===== src/hdl/alm_pkg.sv =====
// ----------------------------------------------------------------------------
// Alarm monitor package
// Shared status codes, register indexes and widths of the alarm monitor.
// ----------------------------------------------------------------------------
package alm_pkg;

  localparam int unsigned VALUE_WIDTH_DEF = 32;
  localparam int unsigned CFG_DATA_W      = 32;
  localparam int unsigned CFG_IDX_W       = 3;
  localparam int unsigned HYST_W          = 31;
  localparam int unsigned SEVS_W          = 8;
  localparam int unsigned STATUS_W        = 3;
  localparam int unsigned SEV_W           = 2;
  localparam int unsigned RES_W           = STATUS_W + SEV_W + 4;
  localparam int unsigned RES_TDATA_W     = ((RES_W + 7) / 8) * 8;

  localparam logic [STATUS_W-1:0] ST_NONE = 3'd0;
  localparam logic [STATUS_W-1:0] ST_HIHI = 3'd1;
  localparam logic [STATUS_W-1:0] ST_LOLO = 3'd2;
  localparam logic [STATUS_W-1:0] ST_HIGH = 3'd3;
  localparam logic [STATUS_W-1:0] ST_LOW  = 3'd4;

  localparam logic [SEV_W-1:0] SEV_NONE = 2'd0;

  localparam logic [CFG_IDX_W-1:0] REG_LIMIT_HIHI = 3'd0;
  localparam logic [CFG_IDX_W-1:0] REG_LIMIT_LOLO = 3'd1;
  localparam logic [CFG_IDX_W-1:0] REG_LIMIT_HIGH = 3'd2;
  localparam logic [CFG_IDX_W-1:0] REG_LIMIT_LOW  = 3'd3;
  localparam logic [CFG_IDX_W-1:0] REG_HYST       = 3'd4;
  localparam logic [CFG_IDX_W-1:0] REG_MON_DB     = 3'd5;
  localparam logic [CFG_IDX_W-1:0] REG_ARCH_DB    = 3'd6;
  localparam logic [CFG_IDX_W-1:0] REG_SEVS       = 3'd7;

  typedef struct packed {
    logic                archive_event;
    logic                value_event;
    logic                status_changed;
    logic                severity_changed;
    logic [SEV_W-1:0]    alarm_severity;
    logic [STATUS_W-1:0] alarm_status;
  } result_t;

endpackage


===== src/hdl/alarm_limit_and_deadband_monitor.sv =====
// ----------------------------------------------------------------------------
// Alarm limit and deadband monitor
// Four-level alarm check with hysteresis plus value and archive deadbands.
// ----------------------------------------------------------------------------
// Usage:
//   Samples enter on the s_axis channel, one signed fixed-point value per
//   request in s_axis_tdata. Each sample yields exactly one result request on
//   m_axis: alarm status, severity, change flags and deadband event flags.
//   Limits, hysteresis, deadbands and severities are written through the cfg
//   port (write enable, index, data) while no sample is in flight.
//   The pipeline is an input register, then the compare and subtract logic
//   into the result register. Throughput is one sample per cycle while the
//   receiver takes results; the last status, severity and sample are updated
//   as each result is registered, so the next sample sees them at once.
//   When the receiver stalls, the result register holds and the input
//   register still takes one more sample; after that s_axis_tready drops.
//   Reset clears the valid flags of both pipeline stages, all configuration
//   registers and the last status, severity and sample to zero.
// ----------------------------------------------------------------------------
module alarm_limit_and_deadband_monitor #(
  parameter int unsigned VALUE_WIDTH = alm_pkg::VALUE_WIDTH_DEF
) (
  input  logic                                        clk_i,
  input  logic                                        rst_ni,
  input  logic                                        cfg_we_i,
  input  logic [alm_pkg::CFG_IDX_W-1:0]               cfg_idx_i,
  input  logic [alm_pkg::CFG_DATA_W-1:0]              cfg_data_i,
  input  logic                                        s_axis_tvalid,
  output logic                                        s_axis_tready,
  // sample_value
  input  logic [((VALUE_WIDTH + 7) / 8) * 8 - 1:0]    s_axis_tdata,
  output logic                                        m_axis_tvalid,
  input  logic                                        m_axis_tready,
  // alarm_status, alarm_severity, severity_changed, status_changed,
  // value_event, archive_event
  output logic [alm_pkg::RES_TDATA_W-1:0]             m_axis_tdata
);
  import alm_pkg::*;

  localparam int unsigned EW = ((VALUE_WIDTH > CFG_DATA_W) ? VALUE_WIDTH : CFG_DATA_W) + 2;

  logic [CFG_DATA_W-1:0] lim_hh_q, lim_ll_q, lim_h_q, lim_l_q;
  logic [HYST_W-1:0]     hyst_q;
  logic [CFG_DATA_W-1:0] mon_db_q, arch_db_q;
  logic [SEVS_W-1:0]     sevs_q;

  always_ff @(posedge clk_i or negedge rst_ni) begin
    if (!rst_ni) begin
      lim_hh_q  <= '0;
      lim_ll_q  <= '0;
      lim_h_q   <= '0;
      lim_l_q   <= '0;
      hyst_q    <= '0;
      mon_db_q  <= '0;
      arch_db_q <= '0;
      sevs_q    <= '0;
    end else if (cfg_we_i) begin
      case (cfg_idx_i)
        REG_LIMIT_HIHI: lim_hh_q  <= cfg_data_i;
        REG_LIMIT_LOLO: lim_ll_q  <= cfg_data_i;
        REG_LIMIT_HIGH: lim_h_q   <= cfg_data_i;
        REG_LIMIT_LOW:  lim_l_q   <= cfg_data_i;
        REG_HYST:       hyst_q    <= cfg_data_i[HYST_W-1:0];
        REG_MON_DB:     mon_db_q  <= cfg_data_i;
        REG_ARCH_DB:    arch_db_q <= cfg_data_i;
        REG_SEVS:       sevs_q    <= cfg_data_i[SEVS_W-1:0];
        default: ;
      endcase
    end
  end

  // Pipeline control
  logic                          in_valid_q;
  logic signed [VALUE_WIDTH-1:0] in_sample_q;
  logic                          out_valid_q;
  result_t                       out_res_q, res_d;
  logic                          advance;

  assign advance       = in_valid_q && (!out_valid_q || m_axis_tready);
  assign s_axis_tready = !in_valid_q || advance;

  always_ff @(posedge clk_i or negedge rst_ni) begin
    if (!rst_ni) begin
      in_valid_q <= 1'b0;
    end else if (s_axis_tready) begin
      in_valid_q <= s_axis_tvalid;
    end
  end

  always_ff @(posedge clk_i) begin
    if (s_axis_tready && s_axis_tvalid) begin
      in_sample_q <= s_axis_tdata[VALUE_WIDTH-1:0];
    end
  end

  always_ff @(posedge clk_i or negedge rst_ni) begin
    if (!rst_ni) begin
      out_valid_q <= 1'b0;
    end else if (!out_valid_q || m_axis_tready) begin
      out_valid_q <= in_valid_q;
    end
  end

  always_ff @(posedge clk_i) begin
    if (advance) begin
      out_res_q <= res_d;
    end
  end

  // Last status, severity and sample
  logic [STATUS_W-1:0]           last_status_q;
  logic [SEV_W-1:0]              last_sev_q;
  logic signed [VALUE_WIDTH-1:0] last_sample_q;

  always_ff @(posedge clk_i or negedge rst_ni) begin
    if (!rst_ni) begin
      last_status_q <= ST_NONE;
      last_sev_q    <= SEV_NONE;
      last_sample_q <= '0;
    end else if (advance) begin
      last_status_q <= res_d.alarm_status;
      last_sev_q    <= res_d.alarm_severity;
      last_sample_q <= in_sample_q;
    end
  end

  // Alarm evaluation
  logic signed [VALUE_WIDTH-1:0] lhh_v, lll_v, lh_v, ll_v;
  logic signed [EW-1:0]          val, old, hyst, lhh, lll, lh, ll, delta;
  logic [EW-1:0]                 mag;
  logic [SEV_W-1:0]              sev_hh, sev_ll, sev_h, sev_l;
  logic                          hit_hh, hit_ll, hit_h, hit_l;

  assign lhh_v = VALUE_WIDTH'(lim_hh_q);
  assign lll_v = VALUE_WIDTH'(lim_ll_q);
  assign lh_v  = VALUE_WIDTH'(lim_h_q);
  assign ll_v  = VALUE_WIDTH'(lim_l_q);

  assign val  = EW'(in_sample_q);
  assign old  = EW'(last_sample_q);
  assign lhh  = EW'(lhh_v);
  assign lll  = EW'(lll_v);
  assign lh   = EW'(lh_v);
  assign ll   = EW'(ll_v);
  assign hyst = signed'(EW'(hyst_q));

  assign sev_hh = sevs_q[1:0];
  assign sev_ll = sevs_q[3:2];
  assign sev_h  = sevs_q[5:4];
  assign sev_l  = sevs_q[7:6];

  assign hit_hh = (sev_hh != SEV_NONE) &&
                  ((val >= lhh) || ((last_status_q == ST_HIHI) && (val >= lhh - hyst)));
  assign hit_ll = (sev_ll != SEV_NONE) &&
                  ((val <= lll) || ((last_status_q == ST_LOLO) && (val <= lll + hyst)));
  assign hit_h  = (sev_h != SEV_NONE) &&
                  ((val >= lh) || ((last_status_q == ST_HIGH) && (val >= lh - hyst)));
  assign hit_l  = (sev_l != SEV_NONE) &&
                  ((val <= ll) || ((last_status_q == ST_LOW) && (val <= ll + hyst)));

  assign delta = val - old;
  assign mag   = delta[EW-1] ? EW'(-delta) : EW'(delta);

  always_comb begin
    res_d = '0;
    if (hit_hh) begin
      res_d.alarm_status   = ST_HIHI;
      res_d.alarm_severity = sev_hh;
    end else if (hit_ll) begin
      res_d.alarm_status   = ST_LOLO;
      res_d.alarm_severity = sev_ll;
    end else if (hit_h) begin
      res_d.alarm_status   = ST_HIGH;
      res_d.alarm_severity = sev_h;
    end else if (hit_l) begin
      res_d.alarm_status   = ST_LOW;
      res_d.alarm_severity = sev_l;
    end
    res_d.severity_changed = (res_d.alarm_severity != last_sev_q);
    res_d.status_changed   = (res_d.alarm_status != last_status_q);
    res_d.value_event      = (mag > EW'(mon_db_q));
    res_d.archive_event    = (mag > EW'(arch_db_q));
  end

  assign m_axis_tvalid = out_valid_q;
  assign m_axis_tdata  = RES_TDATA_W'(out_res_q);

endmodule


===== config.mk =====
export PLATFORM = sky130hd
export DESIGN_NAME = alarm_limit_and_deadband_monitor
export DESIGN_NICKNAME = d
export VERILOG_FILES = /design/src/hdl/alm_pkg.sv /design/src/hdl/alarm_limit_and_deadband_monitor.sv
export SDC_FILE = /design/constraint.sdc
export NUM_CORES = 1
export LEC_CHECK = 0
export ABC_AREA = 1
export BUFFER_PORTS_ARGS = -buffer_cell sky130_fd_sc_hd__buf_4
export CAP_MARGIN = 10
export CORE_ASPECT_RATIO = 1.4
export CORE_UTILIZATION = 60
export DETAILED_ROUTE_END_ITERATION = 10
export MAX_ROUTING_LAYER = met4
export PLACE_DENSITY = 0.88
export SYNTH_ARGS = -nofsm -noshare
export SYNTH_HDL_FRONTEND = slang
export SYNTH_SLANG_ARGS = --single-unit
export TNS_END_PERCENT = 100

===== constraint.sdc =====
create_clock -name clk_i -period 9 [get_ports clk_i]
set_input_delay 1.8 -clock clk_i [delete_from_list [all_inputs] [get_ports clk_i]]
set_output_delay 1.8 -clock clk_i [all_outputs]
set_load 0.05 [all_outputs]

======== After elaboration in Yosys (flattened, before gate mapping) ========
Cells that the tools add are included.
cells by class
  equal/unequal tests ..................... 13
  $add $sub $neg .......................... 6
  multiplexer cells ....................... 5
  reduce and logical (&&, ||, !) cells .... 31
  $lt $le $gt $ge ......................... 10
operators with widths
  kind                                                 count
  subtractor 32 x 32 -> 33 bit                         3
  > comparator 34 x 32 -> 1 bit                        2
  adder 32 x 32 -> 33 bit                              2
  greater-or-equal comparator 32 x 33 -> 1 bit         2
  less-or-equal comparator 32 x 33 -> 1 bit            2
  greater-or-equal comparator 32 bit                   2
  less-or-equal comparator 32 bit                      2
  2-to-1 mux 34 bit                                    1
  negation 33 -> 34 bit                                1
  2-to-1 mux 5 bit                                     4
  AND reduction 2 bit                                  8
  equality test 3 bit, second input constant           5
  equality test 3 x 2 -> 1 bit, second input constant  4
  logical AND 1 bit                                    10
  nonzero test 2 bit                                   4
  equality test 3 x 1 -> 1 bit, second input constant  2
  logical OR 1 bit                                     6
  logical NOT 3 bit                                    1
  inequality test 3 bit                                1
  logical NOT 1 bit                                    2
  inequality test 2 bit                                1
word-level totals
  output and inout port bits .............. 18
  logic and storage cells ................. 85
  flip-flop bits (word level) ............. 311
  input bits .............................. 72

======== Depth between registers and ports, before layout ========
Gate-level depths: netlist of run 1.
  depth after elaboration ................. 10
  gate-level depth with buffers ........... 37

======== Worst setup path after synthesis of run 1 ========
Ideal clock, no wire load.
  path kind ............................... reg-to-reg
  from .................................... register hyst_q[0]
  to ...................................... register out_res_q (netlist bit m_axis_tdata[5]), data pin
  arrival ................................. 4095 ps
  library setup time ...................... 252 ps
  cell stages (with the launch flop) ...... 33
  buffers on the path ..................... 0
  data required time ...................... 8748 ps
  path slack .............................. 4654 ps
  cells stage by stage .................... dfrtp_1 > ha_1 > inv_1 > fa_1 > o21ai_1 > a21oi_1 > o21ai_1 > a21oi_1 > o21ai_0 > a21boi_1 > o21ai_0 > a21oi_1 > xor2_1 > ha_1 > nand2_1 > nor2_1 > nand4_1 > nor2_1 > nand3b_1 > nand3_1 > nand2_1 > nand3_1 > nand2_1 > nand2_1 > nand2_1 > inv_1 > nand2_1 > nand2_1 > nand2_1 > nand2_1 > nand2_1 > inv_1 > nand2_1
RTL lines
  what                      RTL line                                 RTL
  start: declaration        alarm_limit_and_deadband_monitor.sv:43   logic [HYST_W-1:0] hyst_q;
  start signal: assignment  alarm_limit_and_deadband_monitor.sv:63   REG_HYST: hyst_q <= cfg_data_i[HYST_W-1:0];
  end signal: assignment    alarm_limit_and_deadband_monitor.sv:106  out_res_q <= res_d;
  end: declaration          alarm_limit_and_deadband_monitor.sv:76   result_t out_res_q, res_d;

==> results of run 1 <==
## critical path, delay by kind of cell (launching register included)
kind                     cells  cell delay, ps
AO/OA/AOI/OAI                9            2520
XOR/XNOR                     1             170
adder cells (fa/ha/maj)      3             900
buffers and inverters        1              50
flip-flops                   1             450
AND/OR/NAND/NOR             14            1900
## power groups by stage
stage | registers (W) | clock network (W) | logic (W)
floorplan | 0.00196 | 0 | 0.00415
global placement | 0.00198 | 0 | 0.00565
detailed placement | 0.00198 | 0 | 0.00577
CTS | 0.00196 | 0.00161 | 0.00581
global route | 0.00199 | 0.00166 | 0.00660
finish | 0.00197 | 0.00161 | 0.00590
## kinds of logic after synthesis
group,after synthesis,synth area share
xor+xnor,166,0.0531
flops,311,0.278
compound gates,876,0.165
simple gates,1462,0.209
fa+ha+maj,486,0.213
buf+inv,612,0.0810
other cells,1,0.000131
## per-stage QoR
| step | instance area (µm²) | hold WS, ps |
|---|---|---|
| 6_report | 31500 | 486 |
| 5_1_grt | 31500 | 502 |
| 4_1_cts | 31400 | 487 |
| 3_5_place_dp | 30200 | 473 |
| 3_3_place_gp | 30200 | 466 |
| 2_1_floorplan | 28700 | 453 |
## final cells by class
type	count	area, µm²	area share
Sequential cell	311	7990	0.254
Clock inverter	17	233	0.00740
Tap cell	624	781	0.0248
Inverter	551	2070	0.0657
Clock buffer	45	1030	0.0326
Multi-Input combinational cell	2997	18500	0.586
Antenna cell	1	2.50	0.0000795
Timing Repair Buffer	120	921	0.0293
## routing by layer
| metal | wire [µm] | share of wire |
|---|---|---|
| met1 | 33800 | 0.35 |
| met4 | 8880 | 0.091 |
| met5 | 0 | 0 |
| met2 | 48200 | 0.50 |
| met3 | 6460 | 0.066 |
## sequential cells by signal, summed over array words and instances (netlist names), 2 cells and up
register       cells
last_status_q      3
hyst_q            31
in_sample_q       32
arch_db_q         32
lh_v              32
last_sev_q         2
sevs_q             8
mon_db_q          32
lim_ll_q          32
lim_l_q           32
last_sample_q     32
m_axis_tdata       9
lhh_v             32
## worst paths after layout
check                      slack (ps)                    start                         to  cells after the start
setup / recovery                 2750    hyst_q[0]$_DFFE_PN0P_  m_axis_tdata[5]$_DFFE_PP_                     28
hold / removal                    490  mon_db_q[7]$_DFFE_PN0P_    mon_db_q[7]$_DFFE_PN0P_                      2
setup reg to reg                 2750    hyst_q[0]$_DFFE_PN0P_  m_axis_tdata[5]$_DFFE_PP_                     28
hold reg to reg                   490  mon_db_q[7]$_DFFE_PN0P_    mon_db_q[7]$_DFFE_PN0P_                      2
max in group asynchronous        6320                   rst_ni   lim_ll_q[13]$_DFFE_PN0P_                      2
min in group asynchronous        1220                   rst_ni  arch_db_q[29]$_DFFE_PN0P_                      1
## layout by cell type (no fill, tap or decap), types with 5 or more instances in the layout
master	instances
nand2_2	13
clkbuf_8	7
buf_4	118
xnor2_1	72
o21bai_1	14
nor2_2	7
inv_2	5
a21boi_1	10
a21boi_0	15
nand3b_1	12
o21ai_0	381
a21o_1	21
and2_1	5
a21oi_1	340
ha_1	481
xor2_1	86
nand4_1	48
clkbuf_16	37
nor2_1	263
a31oi_1	12
nor4_1	16
conb_1	7
inv_6	7
o211ai_1	5
and3_1	6
o21ai_1	20
nand3_1	100
o221ai_1	6
nand2_1	945
o21a_1	30
nor3_2	5
nor3_1	31
a221oi_1	5
inv_1	545
dfrtp_1	270
fa_1	5
edfxtp_1	41
==> results.txt, run 1 <==
status: finished clean
Core Util, Final: 0.667
clk slew on worst S/H paths: 70 ps
Final setup viols: 0
antenna-violating nets left: 0
WL final: 97.3 mm
Tcrit/Tclk final: 0.694
Sw Ratio: 0.496
area share of the largest cell type after synthesis: 0.235
CP Capture Type: flop
hold buffers post-CTS: 0
largest net degree at the start of global routing: 79
core area: 0.0472 mm²
Top FF cell, synth: dfrtp_1
total negative slack: 0 ps
Num Clock Sinks: 311
worst path arrival time: 6590 ps
area growth from synthesis to layout: 9.59%
clock latency on the worst-skew pair: 580 ps
routed length per instance: 20.9 µm
grt ovf: 0
Fmax: 0.160 GHz
Synth Instances: 3914
fillers: 4152
worst-path fanout max: 5
Logic pwr share: 0.622
HPWL after DPL: 77.6 mm
Clock Power Share: 0.170
VDD IR-drop max: 0.188 mV
Die Y: 261 µm
sequential fraction of the synthesis area: 0.278
number of flops mapped to enable cells by yosys: 41
Int Pwr: 0.00478 W
Synth warnings: 0
Max Cap Viol: 0
Hold WC Path Type: reg2reg
share of post-route cells with drive strength above 1: 0.0574
starting density of the core: 0.609
setup ws final: 2750 ps
Startpoint Class: flop
Layout Cells excl Fill: 4666
overall routing resource usage: 0.411
Async S/R FF share, synth: 0.868
Tmin final: 6250 ps
critical path's largest stage delay: 620 ps
met3 Resource Use GR: 0.0647
Pwr Total: 0.00948 W
Worst Path Required: 9340 ps
NetSw: 0.00470 W
main area contributors after synthesis: dfrtp_1, ha_1, nand2_1
critical path's most frequent cell: nand2_1
Layout Nets: 4574
CTS Root Buffer Type: clkbuf_16
input/output buffers: 82
placed insts: 4602
Max H-tree Level: 2
CTS tree: built
IO Count: 90
Post-CTS Setup Repair Bufs: 0
Vias: 27800
die area: 0.0488 mm²
RSZ-0062 raised after global routing: no
Synth top cells by count: nand2_1, inv_1, ha_1, o21ai_0, a21oi_1
count of pins over their slew limit: 0
cell row count: 94
Syn Area/Cell: 7.34 µm²
number of CTS-inserted buffers: 35
Max clock buf depth: 3
Synth area leader: dfrtp_1
worst slew pin tran: 1180 ps
fraction of met2 tracks used by global routing: 0.715
slowest cell on the critical path: nor4_1
first-pass GRT wire length: 148 mm
top-count cell post-synth: nand2_1
met1 track demand over resource: 0.408
Distinct cells, synth: 57
clk_skew: 28.7 ps
Initial DRT Pass Iterations: 9
global route hottest layer: met2
Pwr Density: 301 mW/mm²
Yosys reg bits: 311
Via density: 5.96
slew margin rel.: 0.216
initial drt markers: 1876
Die Wd: 187 µm
Post-Syn Area: 0.0287 mm²
antenna violations before repair: 1
Final Hold Fails: 0
global placement routability congestion: 1.03
vias in the first global route: 27300
dpl ws: 2960 ps
post-CTS resize count: 0
Seq pwr share: 0.208
Lkg Pwr: 16.1 nW
drt drc: 0
critical path class: reg2reg
Note: power is estimated with default switching activity, not from simulation.
==> run 2: changes to the inputs <==
==> constraint.sdc (replaced) <==
create_clock -name clk_i -period 5.9 [get_ports clk_i]
set_input_delay 1.18 -clock clk_i [delete_from_list [all_inputs] [get_ports clk_i]]
set_output_delay 1.18 -clock clk_i [all_outputs]
set_load 0.05 [all_outputs]
==> run 2 against run 1 <==
Register-to-register slack worse by 2300 ps. Critical path depth increased by 2. Sequential cell count did not move. Critical endpoint unchanged.
==> results.txt, run 2 (same netlist as run 1, synthesis figures left out) <==
Core Util, Final: 0.667 (about the same)
Via density: 5.98 (was 5.96)
vias in the first global route: 27400 (was 27300)
clk slew on worst S/H paths: 70 ps (about the same)
Initial DRT Pass Iterations: 8 (was 9)
Max Cap Viol: 0 (unchanged)
share of post-route cells with drive strength above 1: 0.0581 (was 0.0574)
clk_skew: 19.0 ps (was 28.7 ps)
Tmin final: 5490 ps (was 6250 ps)
worst path arrival time: 5810 ps (was 6590 ps)
slowest cell on the critical path: dfrtp_1 (was nor4_1)
Fmax: 0.182 GHz (was 0.160 GHz)
routed length per instance: 20.8 µm (was 20.9 µm)
worst slew pin tran: 1240 ps (was 1180 ps)
Post-CTS Setup Repair Bufs: 0 (unchanged)
largest net degree at the start of global routing: 107 (was 79)
IO Count: 90 (unchanged)
most frequent cells in the layout: nand2_1, inv_1, ha_1, o21ai_0, a21oi_1 (unchanged)
critical path class: reg2reg (unchanged)
Multi-input gate area: 0.0185 mm² (about the same)
cell row count: 94 (unchanged)
Final setup viols: 0 (unchanged)
slew margin rel.: 0.168 (was 0.216)
global placement routability congestion: 1.11 (was 1.03)
Tcrit/Tclk final: 0.931 (was 0.694)
Vias: 28000 (was 27800)
starting density of the core: 0.609 (unchanged)
worst-path fanout max: 6 (was 5)
CP Capture Type: flop (unchanged)
commonest non-fill, non-tap cell in the layout: nand2_1 (unchanged)
antenna violations before repair: 9 (was 1)
Lkg Pwr: 16.1 nW (about the same)
Pwr Total: 0.0142 W (was 0.00948 W)
critical path's largest stage delay: 470 ps (was 620 ps)
WL final: 97.3 mm (about the same)
Die Wd: 187 µm (unchanged)
Final Hold Fails: 0 (unchanged)
initial drt markers: 2086 (was 1876)
Hold WC Path Type: reg2reg (unchanged)
Post-DP Area: 0.0302 mm² (about the same)
Layout Nets: 4579 (was 4574)
first-pass GRT wire length: 148 mm (about the same)
Reg area: 0.00799 mm² (unchanged)
RSZ-0062 raised after global routing: no (unchanged)
input/output buffers: 82 (unchanged)
clock latency on the worst-skew pair: 570 ps (was 580 ps)
VDD IR-drop max: 0.304 mV (was 0.188 mV)
Worst Path Required: 6220 ps (was 9340 ps)
Max H-tree Level: 2 (unchanged)
critical path's most frequent cell: nand2_1 (unchanged)
total negative slack: 0 ps (unchanged)
fillers: 4046 (was 4152)
overall routing resource usage: 0.411 (about the same)
grt ovf: 0 (unchanged)
post-route cell area: 0.0315 mm² (about the same)
Die Y: 261 µm (unchanged)
number of CTS-inserted buffers: 35 (unchanged)
Layout Cells excl Fill: 4676 (was 4666)
drt drc: 0 (unchanged)
area growth from synthesis to layout: 9.54% (was 9.59%)
placed insts: 4606 (was 4602)
Num Clock Sinks: 311 (unchanged)
Max clock buf depth: 3 (unchanged)
Startpoint Class: flop (unchanged)
CTS tree: built (unchanged)
status: finished clean (unchanged)
CTS Root Buffer Type: clkbuf_16 (unchanged)
Pwr Density: 451 mW/mm² (was 301 mW/mm²)
HPWL after DPL: 76.1 mm (was 77.6 mm)
core area: 0.0472 mm² (unchanged)
die area: 0.0488 mm² (unchanged)
antenna-violating nets left: 0 (unchanged)
count of pins over their slew limit: 0 (unchanged)
==> run 2: cell types whose count changed in the layout (fill, tap and decap cells not counted), sizes merged <==
cell / delta
diode: +5
bufinv: -2
clkinv: +6
clkbuf: +2
buf: +5
clkinvlp: +1
inv: -7
==> run 2: power breakdown <==
group | internal, W | switching, W
logic | 0.00326 | 0.00561
registers | 0.00262 | 0.000429
clock network | 0.00130 | 0.000985
total | 0.00718 | 0.00702
==> run 2: area by class of cell <==
cell class / count / area share
Inverter: 551 / 0.0658
Multi-Input combinational cell: 2997 / 0.587
Tap cell: 624 / 0.0248
Antenna cell: 6 / 0.000477
Clock inverter: 15 / 0.00465
Sequential cell: 311 / 0.254
Clock buffer: 47 / 0.0322
Timing Repair Buffer: 125 / 0.0313
==> run 2: critical path, delay by kind of cell (launching register included) <==
| kind | cells | cell delay, ps |
|---|---|---|
| XOR/XNOR | 1 | 160 |
| buffers and inverters | 2 | 100 |
| adder cells (fa/ha/maj) | 3 | 890 |
| flip-flops | 1 | 470 |
| AND/OR/NAND/NOR | 16 | 1770 |
| AO/OA/AOI/OAI | 8 | 1870 |
==> run 2: worst paths after layout <==
| path | cells past startpoint | startpoint | slack (ps) | to |
|---|---|---|---|---|
| max | 30 | hyst_q[0]$_DFFE_PN0P_ | 410 | m_axis_tdata[5]$_DFFE_PP_ |
| min | 2 | arch_db_q[19]$_DFFE_PN0P_ | 490 | arch_db_q[19]$_DFFE_PN0P_ |
| max reg2reg | 30 | hyst_q[0]$_DFFE_PN0P_ | 410 | m_axis_tdata[5]$_DFFE_PP_ |
| min reg2reg | 2 | arch_db_q[19]$_DFFE_PN0P_ | 490 | arch_db_q[19]$_DFFE_PN0P_ |
| max in group asynchronous | 2 | rst_ni | 3950 | lhh_v[19]$_DFFE_PN0P_ |
| min in group asynchronous | 1 | rst_ni | 620 | mon_db_q[28]$_DFFE_PN0P_ |
==> run 2: per-stage QoR <==
stage | hold slack, ps | setup slack (ps)
4_1_cts | 487 | 538
3_5_place_dp | 473 | 559
5_1_grt | 500 | 24.0
3_3_place_gp | 465 | 644
2_1_floorplan | 453 | 1550
6_report | 486 | 409
==> run 2: what timing repair did <==
item | in CTS | in global routing
gates resized for setup | 0 | 3
endpoints found under the hold margin | 0 | 0
endpoints found under the setup margin | 0 | 6
hold buffers | 0 | 0
==> run 2: routing by layer <==
layer	track usage	up-vias	part of all wire
met4	0.379	0	0.11
met5	-	-	0
met2	0.680	1345	0.47
met1	0.404	12800	0.34
met3	0.0906	545	0.088
li1	-	13200	-
